[src/rtl/core/sic_ram.sv]
// Generic single-write, single-read RAM with a registered read port.
module sic_ram #(
  parameter int unsigned WIDTH = 16,
  parameter int unsigned DEPTH = 256
) (
  input  logic                     clk,
  input  logic                     wr_en,
  input  logic [$clog2(DEPTH)-1:0] wr_addr,
  input  logic [WIDTH-1:0]         wr_data,
  input  logic                     rd_en,
  input  logic [$clog2(DEPTH)-1:0] rd_addr,
  output logic [WIDTH-1:0]         rd_data
);

  logic [WIDTH-1:0] mem [DEPTH];

  // Write port.
  always_ff @(posedge clk) begin
    if (wr_en) begin
      mem[wr_addr] <= wr_data;
    end
  end

  // Read port; data holds while no read is issued.
  always_ff @(posedge clk) begin
    if (rd_en) begin
      rd_data <= mem[rd_addr];
    end
  end

endmodule

[config.mk]
export PLATFORM = sky130hd
export DESIGN_NAME = sic_ram
export DESIGN_NICKNAME = d
export VERILOG_FILES = /design/src/rtl/core/sic_ram.sv
export SDC_FILE = /design/constraint.sdc
export NUM_CORES = 2
export LEC_CHECK = 0
export BUFFER_PORTS_ARGS = -buffer_cell sky130_fd_sc_hd__buf_2
export CAP_MARGIN = 10
export CORE_MARGIN = 10
export CORE_UTILIZATION = 40
export DETAILED_ROUTE_END_ITERATION = 8
export RECOVER_POWER = 50
export SLEW_MARGIN = 25
export SYNTH_ARGS = -nofsm -noshare
export SYNTH_HDL_FRONTEND = slang
export SYNTH_SLANG_ARGS = --single-unit
[constraint.sdc]
create_clock -name clk -period 3.8 [get_ports clk]
set_input_delay 0.19 -clock clk [delete_from_list [all_inputs] [get_ports clk]]
set_output_delay 0.19 -clock clk [all_outputs]
set_load 0.05 [all_outputs]
---- Yosys cells after proc, flatten, opt, wreduce, memory -nomap -nowiden ----
Memories as Yosys holds them, arrays and structs flattened. A register that Yosys moved wholly into a read port is not among the register bits.
Cells that the tools add are included.
W data, S select, Z words.
storage, ports and cells
  register bits ........................... 0
  RAM bits ................................ 4,096
  logic and storage cells ................. 3
  memories kept ........................... 1
memory list
  name  words  bits a word  rd ports  clocked after memory_dff  write ports  line  source
  mem   256    16           1         1                         1            15    logic [WIDTH-1:0] mem [DEPTH];
operators by class
  mux-type cells .......................... 2
operators with widths
  operator  number
  $mux W1   2

---- Logic depth before layout (Yosys ltp) ----
  depth after elaboration ................. 2
  depth in mapped cells ................... 12
  mapped depth without buffers ............ 6

---- Least setup slack after synthesis ----
OpenSTA, ideal clock, no wires.
  kind .................................... input to register
  from .................................... input rd_addr[0]
  to ...................................... register rd_data[4], read port of mem (data pin)
  library setup time ...................... 0.265 ns
  arrival time ............................ 2.174 ns
  required time ........................... 3.535 ns
  setup slack ............................. 1.361 ns
  cell stages on the path ................. 8
  buffers on the path ..................... 3
  path through ............................ buf_6 > buf_6 > buf_2 > mux4_2 > mux4_2 > a22o_1 > o32ai_2 > nor4_2
RTL lines
  element          line  source
  start, declared  11    input logic [$clog2(DEPTH)-1:0] rd_addr,
  end, declared    12    output logic [WIDTH-1:0] rd_data

---- Worst setup path after layout ----
  from .................................... input wr_data[0]
  to ...................................... memory mem[167][0] (data pin)
RTL lines
  element          line  source
  start, declared  9     input logic [WIDTH-1:0] wr_data,
  end, declared    15
No word-level cell before the write port.

==> impl_metrics.yaml <==
routing:
  wl_um: 437000
  avgViaCountPerCell: 5.87
  antenna_left: 0
  first_pass_iters: 6
  drc_errors: 0
  wl_met2_um: 211000
  vias: 79800
  dr_wl_met3_um: 37700
  highest_layer: "met5"
  wl_per_cell_um: 32.1
  drtIter0Drc: 10000
  drt-met1-wl_um: 171000
hold_path:
  hold_class: "primary input to flop"
  hold_depth: 4
  hp-start: "wr_addr[4]"
  hold_end: "mem[122][11]"
cells_and_area:
  areaGrowthSynthToFinish_pct: 14.6
  register_area_sq_um: 123000
  final_area_sq_um: 182000
  final_nets: 8045
  fillers: 32500
  drive_above_1_share_pct: 26.5
  multiInputGateArea_sq_um: 33100
  stdcell_count: 13600
  utilization_pct: 46.0
critical_path:
  cp_slowest_stage_delay_ns: 1.94
  end_kind: "flop"
  slowest_stage: "clkbuf_2"
  required_ns: 4.40
  critical_path_class: "primary input to flop"
  reg2reg_from: "mem[131][8]"
  reg2reg_depth: 7
  cp-start-kind: "primary input"
  crit_fanout: 95
  worst-r2r-setup-slack_ns: 0.71
  arrival_ns: 4.08
  worstPathCellList: "dlygate4sd3_1 -> clkbuf_2 -> clkbuf_1"
  r2r-end: "rd_data[8]"
status:
  status: "finished with violations"
  violations: "max-capacitance violations, max-slew violations"
floorplanning:
  die_w_um: 650
  rows: 231
  io_pins: 51
  dieArea_sq_um: 423000
  start_util_pct: 40.2
  fp.coreArea_sq_um: 396000
  die_y_um: 650
logic_synthesis:
  ys_warn_count: 0
  ys_ff_latch: 4112
  dominantRegCellSynth: "edfxtp_1"
  syn_nets: 7395
  syn_inst: 7360
  synthArstFlopShare_pct: 0
  synth_edf_count: 4112
  synth.distinct_cells: 51
  syn_area_sq_um: 159000
  avgSynthCellArea_sq_um: 21.6
  yosysSeqAreaShare_pct: 77.7
clocking:
  htree_levels: 5
  clkLatencyLatePin_ns: 0.98
  cts_buffer_depth: 4
  post_cts_buffers: 0
  cts_sinks: 4112
  cts.clk_slew.worst_paths_ns: 0.06
  cts_tree: "done"
  cts_buffers: 404
  cts_root_buffer: "clkbuf_16"
pwr:
  power_frac_seq_pct: 53.2
  clkPwrFrac_pct: 41.5
  combPwrFrac_pct: 5.2
  p_leak_nw: 57.6
  switching_power_mw: 20.4
  peakVddDrop_uv: 428
  p_sw_share_pct: 21.7
  p_total_mw: 94.2
  internal_power_mw: 73.8
  powerDensity_nw_per_um2: 518
place:
  placed_area_sq_um: 169000
  dpl.cell_count: 12800
  hpwl_um: 267000
  io_buffers: 50
  gp_congestion: 0.885
  pre_cts_slack_ns: -0.0356
job:
  maxCapViolations: 23
sta:
  finalMaxSlewViolations: 1616
  max_slew_margin_pct: -136
  hold-worst-slack_ns: 0.0811
  setup_violations: 0
  fin_tns_setup_ns: 0
  fin_ws_ns: 0.315
  skew_ns: 0.0671
  min_period_ns: 3.49
  rsz0062_at_grt: "no"
  finalCritPeriodShare_pct: 91.7
  worst_pin_slew_ns: 3.55
  hold_viol: 0
  max_freq_mhz: 287
global_route:
  grt_start_max_net_pins: 140
  grt_use_total_pct: 20.1
  grt-ovfl-total: 0
  grt_pass1_wl_um: 617000
  grt_pass1_vias: 79700
  antenna_found_initial: 27
-- logic make-up (layout without fill, tap and decap cells) --
kind of cell | Yosys count | in the layout | synth area share [%]
mux | 1450 | 1450 | 15.5
compound gates | 786 | 786 | 3.53
buf+inv | 456 | 1448 | 1.69
flops | 4112 | 4112 | 77.7
simple gates | 556 | 556 | 1.57
other cells | 0 | 15 | 0
-- timing repair --
| item | in CTS | in global routing |
|---|---|---|
| endpoints found under the setup margin | 0 | 0 |
| hold buffers | 19 | 0 |
| gates resized for setup | 0 | 0 |
| hold endpoints to repair | 1578 | 0 |
-- power by group through the flow --
stage	Clock (mW)	Combinational, mW	Sequential, mW
detailed placement	0	4.96	51.1
floorplan	0	2.47	51.1
global route	41.6	5.16	50.1
finish	39.1	4.93	50.2
global placement	0	4.89	51.1
CTS	39.8	4.98	50.1
-- metal layers --
layer	track usage (%)	vias to the layer above
met4	6.66	12
li1	-	32600
met5	0	-
met3	4.12	684
met2	32.6	3630
met1	27.1	42900
-- worst max-delay path, delay by kind of cell --
| family | cells | cell delay (ns) |
|---|---|---|
| buf+inv | 3 | 3.38 |
-- sequential cells by signal, indices dropped and copies added (netlist names) --
register  cells
mem        4096
rd_data      16
-- cells in the final DEF (no fill, tap or decap), types with 115 or more instances in the layout --
cell | Yosys | routed
edfxtp_1 | 4112 | 4112
mux4_2 | 797 | 797
mux2i_1 | 565 | 565
buf_4 | 26 | 513
clkbuf_16 | 0 | 410
o221ai_1 | 252 | 252
nor2_1 | 304 | 209
a21oi_1 | 175 | 175
o22ai_1 | 148 | 148
clkbuf_1 | 230 | 115
-- final cells by class --
class,count,area share [%]
multi-input combinational,2792,18.2
tap,5242,3.60
inverter,4,0.0151
clock inverter,254,1.27
timing repair buffer,696,3.28
sequential,4112,67.8
antenna,15,0.0206
clock buffer,494,5.81
-- worst max path at each step --
stage	start	end	cells after the start
2_1_floorplan	rd_addr[0]	rd_data[4]	8
3_3_place_gp	rd_addr[0]	rd_data[3]	10
3_5_place_dp	rd_addr[0]	rd_data[3]	10
4_1_cts	mem[139][3]	rd_data[3]	7
5_1_grt	wr_data[3]	mem[48][3]	4
6_report	wr_data[0]	mem[167][0]	3
-- Yosys cell counts (9+ instances only) --
| cell | instances | area share (%) |
|---|---|---|
| edfxtp_1 | 4112 | 78 |
| mux4_2 | 797 | 11 |
| mux2i_1 | 565 | 3.6 |
| nor2_1 | 304 | 0.72 |
| o221ai_1 | 252 | 1.4 |
| clkbuf_1 | 230 | 0.54 |
| a21oi_1 | 175 | 0.55 |
| o22ai_1 | 148 | 0.58 |
| nor3_1 | 92 | 0.29 |
| mux2_2 | 88 | 0.62 |
| buf_6 | 77 | 0.55 |
| buf_2 | 76 | 0.24 |
| a22oi_1 | 43 | 0.20 |
| nand2_1 | 38 | 0.090 |
| o21ai_0 | 37 | 0.12 |
| nand3_1 | 35 | 0.11 |
| a22o_1 | 32 | 0.18 |
| a221oi_1 | 28 | 0.15 |
| buf_1 | 27 | 0.064 |
| buf_4 | 26 | 0.12 |
| nand4_1 | 26 | 0.10 |
| o32ai_1 | 20 | 0.11 |
| a211oi_1 | 18 | 0.085 |
| nor4_1 | 17 | 0.067 |
| o31ai_1 | 16 | 0.076 |
| and3_1 | 11 | 0.043 |
| buf_8 | 11 | 0.10 |
| nor2b_1 | 9 | 0.035 |
Note: power is estimated with default switching activity, not from simulation.
